==> src/rtl/b64e_pkg.sv <==
// Shared constants, types and the alphabet lookup for the Base64 encoder.
package b64e_pkg;

    // Configuration register indexes.
    localparam int CFG_IDX_W = 1;
    localparam logic [CFG_IDX_W-1:0] CFG_ROTATION = 1'd0;
    localparam logic [CFG_IDX_W-1:0] CFG_PAD      = 1'd1;

    // Reset values of the configuration registers.
    localparam logic [5:0] ROTATION_RST = 6'd24;
    localparam logic [7:0] PAD_RST      = 8'd61;

    // Group phase codes: bytes already taken in the current 3-byte group.
    localparam logic [1:0] PH_FIRST  = 2'd0;
    localparam logic [1:0] PH_SECOND = 2'd1;
    localparam logic [1:0] PH_THIRD  = 2'd2;
    localparam logic [1:0] PH_UNUSED = 2'd3;

    // Most characters one byte can cause.
    localparam int MAX_CHARS = 4;
    localparam int CNT_W     = 3;

    // Scrambled alphabet, first character in the top byte.
    localparam logic [8*64-1:0] ALPHABET =
        "GLp/+Wn7uqX8FQ2JDR1c0M6U53sjBwyxglmrCVdSThAfEOvPHaYZNzo4ktK9iebI";

    // Characters and next state produced for one byte.
    typedef struct packed {
        logic [MAX_CHARS-1:0][7:0] chars;
        logic [CNT_W-1:0]          count;
        logic [1:0]                phase;
        logic [3:0]                leftover;
    } t_grp_res;

    // Rotate a six-bit value modulo 64 and look it up in the alphabet.
    function automatic logic [7:0] map6(input logic [5:0] v, input logic [5:0] rot);
        logic [5:0] idx;
        logic [5:0] pos;
        idx = v + rot;
        pos = 6'd63 - idx;
        return ALPHABET[{pos, 3'b000} +: 8];
    endfunction

endpackage

==> src/rtl/b64e_group.sv <==
// Combinational encoding of one byte into up to four characters.
module b64e_group (
    input  logic [7:0]          i_byte,
    input  logic                i_fin,
    input  logic [1:0]          i_phase,
    input  logic [3:0]          i_leftover,
    input  logic [5:0]          i_rotation,
    input  logic [7:0]          i_pad,
    output b64e_pkg::t_grp_res  o_res
);
    import b64e_pkg::*;

    logic [1:0] ph;

    // The unused phase code behaves as the start of a group.
    assign ph = (i_phase == PH_UNUSED) ? PH_FIRST : i_phase;

    always_comb begin
        o_res.chars    = '0;
        o_res.count    = CNT_W'(1);
        o_res.phase    = PH_FIRST;
        o_res.leftover = 4'd0;
        case (ph)
            PH_SECOND: begin
                o_res.chars[0] = map6({i_leftover[1:0], i_byte[7:4]}, i_rotation);
                if (i_fin) begin
                    o_res.chars[1] = map6({i_byte[3:0], 2'b00}, i_rotation);
                    o_res.chars[2] = i_pad;
                    o_res.count    = CNT_W'(3);
                end else begin
                    o_res.phase    = PH_THIRD;
                    o_res.leftover = i_byte[3:0];
                end
            end
            PH_THIRD: begin
                o_res.chars[0] = map6({i_leftover, i_byte[7:6]}, i_rotation);
                o_res.chars[1] = map6(i_byte[5:0], i_rotation);
                o_res.count    = CNT_W'(2);
            end
            default: begin
                o_res.chars[0] = map6(i_byte[7:2], i_rotation);
                if (i_fin) begin
                    o_res.chars[1] = map6({i_byte[1:0], 4'b0000}, i_rotation);
                    o_res.chars[2] = i_pad;
                    o_res.chars[3] = i_pad;
                    o_res.count    = CNT_W'(4);
                end else begin
                    o_res.phase    = PH_SECOND;
                    o_res.leftover = {2'b00, i_byte[1:0]};
                end
            end
        endcase
    end

endmodule

==> src/rtl/base64_custom_alphabet_encoder.sv <==
// Streaming Base64 encoder with a rotated, scrambled alphabet.
//
//  Channel  | Handshake                   | Payload
//  ---------+-----------------------------+-------------------------------------
//  input    | i_in_valid / o_in_ready     | i_data_byte, i_final_byte
//  output   | o_out_valid / i_out_ready   | o_out_char, o_end_of_run,
//           |                             | o_end_of_message
//  config   | i_cfg_valid / o_cfg_ready   | i_cfg_index, i_cfg_data
//
// A byte is taken into an input register, encoded combinationally into a
// character buffer, and its characters leave one per cycle from that buffer
// while the receiver is ready. A byte therefore gives one, two, three or four
// characters (its character count), all through the single character port.
// The input register takes the next byte while the last character still waits.
// Synchronous reset empties the buffers, clears group state and presets config.
// Output stalls back up into the input register and then into o_in_ready.
module base64_custom_alphabet_encoder (
    input  logic                            i_clk,
    input  logic                            i_rst_n,
    input  logic                            i_in_valid,
    output logic                            o_in_ready,
    input  logic [7:0]                      i_data_byte,
    input  logic                            i_final_byte,
    output logic                            o_out_valid,
    input  logic                            i_out_ready,
    output logic [7:0]                      o_out_char,
    output logic                            o_end_of_run,
    output logic                            o_end_of_message,
    input  logic                            i_cfg_valid,
    output logic                            o_cfg_ready,
    input  logic [b64e_pkg::CFG_IDX_W-1:0]  i_cfg_index,
    input  logic [7:0]                      i_cfg_data
);
    import b64e_pkg::*;

    logic [5:0]                r_rotation;
    logic [7:0]                r_pad;
    logic                      r_in_vld;
    logic [7:0]                r_in_byte;
    logic                      r_in_fin;
    logic [1:0]                r_phase;
    logic [3:0]                r_leftover;
    logic [MAX_CHARS-1:0][7:0] r_chars;
    logic [CNT_W-1:0]          r_cnt;
    logic                      r_fin;

    logic [MAX_CHARS-1:0][7:0] n_chars;
    logic [CNT_W-1:0]          n_cnt;
    logic                      w_out_beat;
    logic                      w_load;
    t_grp_res                  w_res;

    // Configuration writes are always taken.
    assign o_cfg_ready = 1'b1;

    always_ff @(posedge i_clk) begin
        if (!i_rst_n) begin
            r_rotation <= ROTATION_RST;
            r_pad      <= PAD_RST;
        end else if (i_cfg_valid) begin
            case (i_cfg_index)
                CFG_ROTATION: r_rotation <= i_cfg_data[5:0];
                CFG_PAD:      r_pad      <= i_cfg_data;
                default:      r_pad      <= r_pad;
            endcase
        end
    end

    // The buffer takes a new byte when empty or when its last character leaves.
    assign w_out_beat = o_out_valid && i_out_ready;
    assign w_load     = r_in_vld &&
                        ((r_cnt == '0) || ((r_cnt == CNT_W'(1)) && i_out_ready));
    assign o_in_ready = !r_in_vld || w_load;

    // Input register.
    always_ff @(posedge i_clk) begin
        if (!i_rst_n) begin
            r_in_vld <= 1'b0;
        end else if (o_in_ready) begin
            r_in_vld <= i_in_valid;
        end
    end

    always_ff @(posedge i_clk) begin
        if (o_in_ready && i_in_valid) begin
            r_in_byte <= i_data_byte;
            r_in_fin  <= i_final_byte;
        end
    end

    // Encode the registered byte against the group state.
    b64e_group u_group (
        .i_byte     (r_in_byte),
        .i_fin      (r_in_fin),
        .i_phase    (r_phase),
        .i_leftover (r_leftover),
        .i_rotation (r_rotation),
        .i_pad      (r_pad),
        .o_res      (w_res)
    );

    // Group state advances when a byte enters the buffer.
    always_ff @(posedge i_clk) begin
        if (!i_rst_n) begin
            r_phase    <= PH_FIRST;
            r_leftover <= 4'd0;
        end else if (w_load) begin
            r_phase    <= w_res.phase;
            r_leftover <= w_res.leftover;
        end
    end

    // Character buffer: load on a new byte, shift down on each output beat.
    always_comb begin
        n_chars = r_chars;
        n_cnt   = r_cnt;
        if (w_load) begin
            n_chars = w_res.chars;
            n_cnt   = w_res.count;
        end else if (w_out_beat) begin
            n_chars = {8'h00, r_chars[MAX_CHARS-1:1]};
            n_cnt   = r_cnt - CNT_W'(1);
        end
    end

    always_ff @(posedge i_clk) begin
        if (!i_rst_n) begin
            r_cnt <= '0;
        end else begin
            r_cnt <= n_cnt;
        end
    end

    always_ff @(posedge i_clk) begin
        r_chars <= n_chars;
        if (w_load) begin
            r_fin <= r_in_fin;
        end
    end

    // Output port.
    assign o_out_valid      = (r_cnt != '0);
    assign o_out_char       = r_chars[0];
    assign o_end_of_run     = (r_cnt == CNT_W'(1));
    assign o_end_of_message = (r_cnt == CNT_W'(1)) && r_fin;

    // The buffer never holds more than one byte's characters.
    assert property (@(posedge i_clk) disable iff (!i_rst_n)
        r_cnt <= CNT_W'(MAX_CHARS))
        else $error("character count above four");

    // The unused phase code is never reached.
    assert property (@(posedge i_clk) disable iff (!i_rst_n)
        r_phase != PH_UNUSED)
        else $error("group phase took the unused code");

    // After the first byte of a group only two leftover bits are kept.
    assert property (@(posedge i_clk) disable iff (!i_rst_n)
        (r_phase == PH_SECOND) |-> (r_leftover[3:2] == 2'b00))
        else $error("leftover bits too wide for the second phase");

    // The last character leaving with nothing to load empties the buffer.
    assert property (@(posedge i_clk) disable iff (!i_rst_n)
        (w_out_beat && o_end_of_run && !w_load) |=> !o_out_valid)
        else $error("buffer not empty after the last character");

    // A loaded byte shows its first character in the next cycle.
    assert property (@(posedge i_clk) disable iff (!i_rst_n)
        w_load |=> o_out_valid)
        else $error("loaded byte produced no character");

endmodule

==> config.mk <==
export PLATFORM = sky130hd
export DESIGN_NAME = base64_custom_alphabet_encoder
export DESIGN_NICKNAME = d
export VERILOG_FILES = /design/src/rtl/b64e_pkg.sv /design/src/rtl/b64e_group.sv /design/src/rtl/base64_custom_alphabet_encoder.sv
export SDC_FILE = /design/constraint.sdc
export NUM_CORES = 1
export LEC_CHECK = 0
export BUFFER_PORTS_ARGS = -buffer_cell sky130_fd_sc_hd__buf_4
export CAP_MARGIN = 20
export CORE_MARGIN = 2
export CORE_UTILIZATION = 60
export CTS_CLUSTER_DIAMETER = 80
export DETAILED_ROUTE_END_ITERATION = 8
export GPL_TIMING_DRIVEN = 1
export PLACE_DENSITY = 0.83
export SLEW_MARGIN = 0
export SYNTH_ARGS = -nofsm -noshare
export SYNTH_HDL_FRONTEND = slang
export SYNTH_SLANG_ARGS = --single-unit
==> constraint.sdc <==
create_clock -name i_clk -period 5.8 [get_ports i_clk]
set_input_delay 0.29 -clock i_clk [delete_from_list [all_inputs] [get_ports i_clk]]
set_output_delay 0.29 -clock i_clk [all_outputs]
set_load 0.005 [all_outputs]
==> results by group, run 1 <==
Synthesis
  • Most used DFF post-synth: edfxtp_1
  • Number of synthesized flops with an enable pin: 42
  • Post-Syn Instances: 940
  • Syn_nets: approximately 1,000
  • Yosys reg bits: 66
  • Synth warn: 0
  • Mapped Area: 7715 um^2
  • Seq/Total Area, Yosys: a little under a quarter
  • Asr flop ratio synth: 0%
  • Synth unique cells: 103
  • Syn avg cell area: just over 8 um^2

Global routing
  • First-pass GRT wire length: between 30,000 and 40,000 um
  • Vias in the first global route: ~6,800
  • Grt total ovfl: 0
  • Initial antenna violation count: 0
  • Largest net degree at the start of global routing: 41
  • Total GRT Usage: 32.01%

Outcome
  • Outcome: finished clean

Routing
  • Detailed Route Iter0 Violations: ~960
  • DRC violations left: 0
  • Vias: ~7,500
  • Drt total wl: between 20,000 and 25,000 um
  • Routed WL per cell: between 20 and 25 um
  • DRT antenna net count: 0
  • Via density: roughly 6.9
  • First drt pass iteration count: 6

STA
  • # setup viols final: 0
  • Fmax: 219.1 MHz
  • Final hold viol count: 0
  • Worst-Margin Slew: 1.050 ns
  • Setup TNS Final: 0 ns
  • Final worst path period need: about 4.6 ns
  • Normalized max-slew margin: approximately 30%
  • RSZ-0062 raised after global routing: false
  • Tcrit/Tclk final: between 70 and 80%
  • Final Skew: around 0.012 ns
  • Worst hold slack: ~0.13 ns
  • Count of pins over their slew limit: 0

Hold path
  • Hold Path End: r_in_byte[1]$_DFFE_PP_
  • Hold_sp: i_data_byte[1]
  • Hold path depth: 1
  • Hold crit path type: primary input to flip-flop

Cells and area
  • Non-Filler Instances: approximately 1,100
  • Fin area: 8200 um^2
  • Nets: 1,002
  • Commonest non-fill, non-tap cells in the layout: nand2_1, a21oi_1, nor2_1, ha_1, o21ai_0
  • Commonest non-fill, non-tap cell in the layout: nand2_1
  • Multi-input gate area: between 5000 and 6000 um^2
  • Inserted Diodes: 0
  • # fillers: between 1,000 and 1,500
  • Fin util: roughly two thirds
  • Layout cell share with drive strength beyond 1: a little over an eighth
  • Reg area: 1742 um^2
  • Area delta synth->final: 6.293%

CTS
  • Root Buffer: clkbuf_16
  • CTS max path bufs: 2
  • TritonCTS buffer count: 9
  • CTS Hold Bufs: 0
  • H-tree depth: 3
  • CTS tree: yes
  • Clock transition at path regs: 0.07 ns
  • Post_cts resized: 0
  • Setup bufs post-CTS: 0
  • # clock sinks: 66
  • Worst-Skew Late Latency: 0.34 ns

Floorplan
  • Die Span Y: ~120 um
  • IO Pins: 36
  • Initial Util: around three fifths
  • Row count: roughly 40
  • Core ar.: around 13,000 um^2
  • Die Width: about 120 um
  • DIE AREA: between 10,000 and 15,000 um^2

Placement
  • Post-DP Area: 7869 um^2
  • Placed Cells: ~1,100
  • Dpl hpwl: 15,630 um
  • IO buf count: 34
  • RePlAce Congestion: about 1.0

Pwr
  • Switching Power: roughly 1500 uW
  • Leak Pwr: ~0.0032 uW
  • Internal power: between 1500 and 2000 uW
  • Combinational power share: between 50% and 60%
  • Clock power share: ~19%
  • Switching power share of the total: between 40% and 50%
  • Sequential Power Share: a little under a quarter
  • Max rail drop VDD: approximately 0.15 mV
  • P per Cell Area: between 300 and 400 nW/um^2

Worst setup path
  • Worst path max stage delay: 0.69 ns
  • Crit path launch: r_rotation[1]$_SDFFE_PN0P_
  • RR Endpoint: r_chars[9]$_DFFE_PP_
  • Most frequent CP cell: o21ai_1
  • Critical Path RT: approximately 5.9 ns
  • R2R setup slack: about 1.2 ns
  • Crit path DAT: about 4.7 ns
  • CP Depth: 10
  • Delay-heaviest family, CP: multiplexers
  • Startpoint types: flip-flop
  • R2R Path Start: r_rotation[1]$_SDFFE_PN0P_
  • CP cell instances: inv_1 -> ha_1 -> nor2b_1 -> o21a_1 -> o21ai_1 -> nand2_1 -> mux4_2 -> mux2_2 -> mux2i_1 -> o21ai_1
  • Slowest cell on crit path: dfxtp_1
  • Reg2Reg Depth: 10
  • Worst-path maximum fanout: 20
  • Worst setup EP type: flip-flop
  • Worst path bufs/invs: 1
  • CP Class: flip-flop to flip-flop

Run
  • Max-cap viol count: 0
==> synthesized netlist by cell type (all sizes together) (11+ instances only) <==
master  count  area, um^2
nand3      44       220.2
mux4       12       270.3
ha         57       713.2
a211oi     15       117.6
clkbuf     36       135.1
nor3       22       131.4
edfxtp     42        1261
o21ai      58       297.8
a21oi      78       420.4
o311ai     13       121.4
inv        51       191.4
nor2       67       256.5
and2       19       118.9
a31oi      15       100.1
dfxtp      24       480.5
xor2       11       137.6
mux2i      22       220.2
o211ai     24       180.2
buf        41       256.5
nand2     103       389.1
==> area by class of cell <==
cell class | count | area share, %
Clock buffer | 12 | 3.403
Multi-Input combinational cell | 745 | 65.69
Inverter | 52 | 2.380
Tap cell | 172 | 2.624
Timing Repair Buffer | 44 | 4.028
Sequential cell | 66 | 21.24
Clock inverter | 4 | 0.6408
==> flip-flops by register name, summed over array words and instances (netlist names), 2 cells and up <==
name / count
r_leftover: 4
r_rotation: 6
r_pad: 8
o_out_char: 8
r_in_byte: 8
r_cnt: 3
r_chars: 24
r_phase: 2
==> worst max path at each step <==
stage	to
after global routing	r_chars[9]$_DFFE_PP_
final	r_chars[9]$_DFFE_PP_
after detailed placement	r_chars[9]$_DFFE_PP_
after floorplan	o_out_char[0]$_DFFE_PP_
after global placement	r_chars[9]$_DFFE_PP_
after CTS	r_chars[9]$_DFFE_PP_
==> worst reg2reg max path, stage by stage, from the launching register on <==
cell,delay (ns)
dfxtp_1,0.69
inv_1,0.53
ha_1,0.46
nor2b_1,0.16
o21a_1,0.24
o21ai_1,0.60
nand2_1,0.52
mux4_2,0.59
mux2_2,0.28
mux2i_1,0.16
o21ai_1,0.08
==> routing by layer <==
layer / vias to the layer above / track usage (%) / wire (um) / part of all wire, %
met3: 88 / 5.593 / 2272 / 10
met4: 0 / 11.97 / 849 / 3.8
met5: - / 0 / 0 / 0
met2: 488 / 48.98 / 10050 / 45
met1: 3506 / 45.35 / 9176 / 41
li1: 3464 / - / - / -
==> kinds of logic after synthesis <==
group | after synthesis | share of synthesized area (%)
fa+ha+maj | 63 | 10.54
flops | 66 | 22.58
simple gates | 305 | 18.98
xor+xnor | 23 | 3.795
compound gates | 310 | 28.64
buf+inv | 129 | 7.606
other cells | 1 | 0.04861
mux | 43 | 7.817
==> power groups by stage <==
| stage | clock, uW | combinational [uW] | sequential [uW] |
|---|---|---|---|
| floorplan | 0 | 1460 | 751 |
| global placement | 0 | 1810 | 780 |
| detailed placement | 0 | 1820 | 785 |
| CTS | 610 | 1840 | 777 |
| global route | 634 | 2040 | 791 |
| finish | 605 | 1890 | 779 |
==> metrics by stage <==
stage	total power (uW)	worst slack, ns
2_1_floorplan	2206	2.324
3_3_place_gp	2587	1.487
3_5_place_dp	2606	1.416
4_1_cts	3227	1.373
5_1_grt	3470	0.9442
6_report	3279	1.236
Note: power is estimated with default switching activity, not from simulation.
==> inputs of run 2 (changes only) <==
- ABC_AREA: not set -> 1
- CORE_UTILIZATION: 60 -> 58
- PLACE_DENSITY: 0.83 -> 0.84
- clock period: 5.8 -> 3.75 ns (I/O delays scaled with it)
==> run 2 against run 1 <==
Hold slack lost 0.10 ns. Register-to-register slack lost 0.67 ns. First-iteration DRC count grew 9.6%. Sequential share of layout area grew 0.51 points. Final cell count grew 25%. Combinational power grew 63%. Largest power group unchanged. Wire length shrank 9.6%. Area after synthesis shrank 4.3%. Die area shrank 0.93%. Count of clock-buffer cells in the layout shrank 2. Synthesized cell count grew 27%. Final area shrank 2.3%.
==> results by group, run 2 <==
Global routing
  • First-pass GRT wire length: 33,890 um (-6.2%)
  • Total GRT Usage: 30.86% (-1.1 points)
  • Vias in the first global route: 7,174 (+5.2%)
  • Layer carrying the most global-route usage: met2
  • Initial antenna violation count: 0 (unchanged)
  • Largest net degree at the start of global routing: 36 (-12%)
  • Met2 Track Usage GR: 50.10% (+1.1 points)
  • Grt total ovfl: 0 (unchanged)
  • GRT met1 Usage: 41.39% (-4.0 points)
  • GR Util met3: 4.686% (-0.91 points)

Pwr
  • Sequential Power Share: 23.2% (-0.6 points)
  • Clock power share: 18.3% (-0.2 points)
  • Switching Power: 2460 uW (+68%)
  • P per Cell Area: 657.2 nW/um^2 (+64%)
  • Tot Pwr: 5263 uW (+61%)
  • Switching power share of the total: 46.73% (+2.2 points)
  • Max rail drop VDD: 0.4601 mV (+210%)
  • Combinational power share: 58.5% (+0.7 points)
  • Internal power: 2804 uW (+54%)
  • Leak Pwr: 0.004093 uW (+27%)

STA
  • Final hold viol count: 0 (unchanged)
  • Final Skew: 0.007304 ns (-0.005139 ns)
  • Fmax: 314.0 MHz (+43%)
  • Worst-Margin Slew: 0.7680 ns (-0.2819 ns)
  • RSZ-0062 raised after global routing: false
  • Normalized max-slew margin: 48.61% (+19 points)
  • PnR worst setup slack: 0.5653 ns (-0.6710 ns)
  • Setup TNS Final: 0 ns (unchanged)
  • Count of pins over their slew limit: 0 (unchanged)
  • Final worst path period need: 3.185 ns (-1.379 ns)
  • Tcrit/Tclk final: 84.93% (+6.2 points)
  • # setup viols final: 0 (unchanged)

CTS
  • CTS Hold Bufs: 0 (unchanged)
  • Root Buffer: clkbuf_16
  • Clock transition at path regs: 0.06 ns (about the same)
  • TritonCTS buffer count: 9 (unchanged)
  • CTS max path bufs: 2 (unchanged)
  • CTS tree: yes
  • Setup bufs post-CTS: 0 (unchanged)
  • # clock sinks: 66 (unchanged)
  • Worst-Skew Late Latency: 0.34 ns (about the same)
  • Post_cts resized: 0 (unchanged)
  • H-tree depth: 3 (unchanged)

Placement
  • Dpl hpwl: 15,120 um (-3.3%)
  • RePlAce Congestion: 1.065 (+5.4%)
  • Pre-CTS WS: 0.5763 ns (-0.8395 ns)
  • IO buf count: 34 (unchanged)

Cells and area
  • Most flops, register: r_chars
  • Layout cell share with drive strength beyond 1: 8.153% (-5.0 points)
  • Largest register FFs: 24 (unchanged)
  • Area delta synth->final: 8.436%
  • Commonest non-fill, non-tap cell in the layout: nand2_1
  • Commonest non-fill, non-tap cells in the layout: nand2_1, nand3_1, inv_1, o21ai_0, nor2_1
  • Nets: 1,281 (+28%)
  • Inserted Diodes: 0 (unchanged)
  • Fin util: 63.98% (-1.3 points)

Synthesis
  • Post-synth top cells: nand2_1, nand3_1, inv_1, o21ai_0, nor2_1
  • Synth unique cells: 42 (-59%)
  • Number of synthesized flops with an enable pin: 42 (unchanged)
  • Most numerous cell in the Yosys netlist: nand2_1
  • Yosys top cell by area: nand2_1
  • Syn avg cell area: 6.207 um^2 (-24%)
  • Asr flop ratio synth: 0% (unchanged)
  • Seq/Total Area, Yosys: 23.58% (+1.0 points)
  • Synth warn: 0 (unchanged)
  • Mapped Area: 7386 um^2 (-4.3%)
  • Most used DFF post-synth: edfxtp_1
  • Post-synth top area share: 21.75% (+5.4 points)
  • Yosys reg bits: 66 (unchanged)
  • Syn_nets: 1,274 (+24%)
  • Area contributors post-synth: nand2_1, edfxtp_1, nand3_1, ha_1, dfxtp_1
  • Post-Syn Instances: 1,190 (+27%)

Worst setup path
  • Crit path DAT: 3.27 ns (-1.38 ns)
  • CP Class: flip-flop to flip-flop
  • Worst setup EP type: flip-flop
  • Critical Path RT: 3.84 ns (-2.05 ns)
  • Startpoint types: flip-flop
  • Worst-path maximum fanout: 9 (-55%)

Hold path
  • Hold crit path type: primary input to flip-flop

Routing
  • Vias: 8,025 (+6.3%)
  • Detailed Route Iter0 Violations: 1,054 (+9.6%)
  • Via density: 5.841 (-15%)
  • Routed WL per cell: 14.71 um (-28%)
  • First drt pass iteration count: 8 (+2)
  • DRT antenna net count: 0 (unchanged)
  • Drt total wl: 20,210 um (-9.6%)
  • DRC violations left: 0 (unchanged)

Floorplan
  • DIE AREA: 13,650 um^2 (-0.93%)
  • Core ar.: 12,520 um^2 (-0.41%)
  • Die Span Y: 116.8 um (-0.47%)
  • Row count: 41 (unchanged)
  • Die Width: 116.8 um (-0.47%)
  • Initial Util: 59.01% (-2.4 points)
  • IO Pins: 36 (unchanged)

Outcome
  • Outcome: finished clean

Run
  • Max-cap viol count: 0 (unchanged)
-- run 2: changes by cell type in the layout (fill, tap and decap cells not counted), sizes merged, moves of 12 or more --
cell,before,now
a211oi,15,1
a21oi,78,47
nand2,103,440
o211ai,24,11
nand3,44,180
o311ai,13,0
inv,52,123
o21ai,58,83
nor3,22,7
mux4,12,0
and2,19,0
mux2i,22,0
-- run 2: worst paths after layout --
path                              start                    endpoint  slack, ns  cells past startpoint
max          r_rotation[1]$_SDFFE_PN0P_     o_out_char[6]$_DFFE_PP_       0.57                     14
min                      i_data_byte[3]      r_in_byte[3]$_DFFE_PP_       0.03                      1
max reg2reg  r_rotation[1]$_SDFFE_PN0P_     o_out_char[6]$_DFFE_PP_       0.57                     14
min reg2reg  r_leftover[0]$_SDFFE_PN0P_  r_leftover[0]$_SDFFE_PN0P_       0.47                      2
-- run 2: through the flow --
step | instance area (um^2) | hold slack, ns | cells
after global placement | 7667 | 0.3652 | 1358
after CTS | 8009 | 0.01944 | 1374
after global routing | 8009 | 0.02274 | 1374
final | 8009 | 0.02631 | 1374
after floorplan | 7386 | 0.2864 | 1190
after detailed placement | 7667 | 0.3670 | 1358
-- run 2: area by class of cell --
class	count	area [um^2]
clock inverter	6	112.6
multi-input combinational	944	4855
inverter	124	465.4
tap	172	215.2
timing repair buffer	52	390.4
clock buffer	10	229.0
sequential	66	1742
fill	1144	4508
-- run 2: critical path, stage by stage (launching register included) --
cell      delay (ns)
dfxtp_1         0.48
clkinv_1        0.22
buf_4           0.23
fa_1            0.49
o21ai_2         0.31
inv_1           0.19
ha_1            0.38
nand2_1         0.11
nand2_1         0.08
nand3_1         0.10
nand2_1         0.06
nand2_1         0.05
nand3_1         0.08
nand3_1         0.09
nand2_1         0.07
-- run 2: cell families after synthesis --
group	count (synthesis)	synth area share (%)
simple gates	713	41.25
buf+inv	180	10.84
compound gates	155	11.52
flops	66	23.58
fa+ha+maj	61	10.74
xor+xnor	14	2.016
other cells	1	0.05077
-- run 2: power by group through the flow --
stage	Sequential, uW	Combinational (uW)	Clock (uW)
finish	1220	3080	964
global route	1240	3480	1000
CTS	1220	3010	976
detailed placement	1230	3000	0
global placement	1220	2980	0
floorplan	1190	2400	0
-- run 2: metal layers --
layer | part of all wire, % | vias up
met1 | 41 | 3577
met4 | 3.7 | 0
met2 | 46 | 451
li1 | - | 3922
met5 | 0 | -
met3 | 9.1 | 75
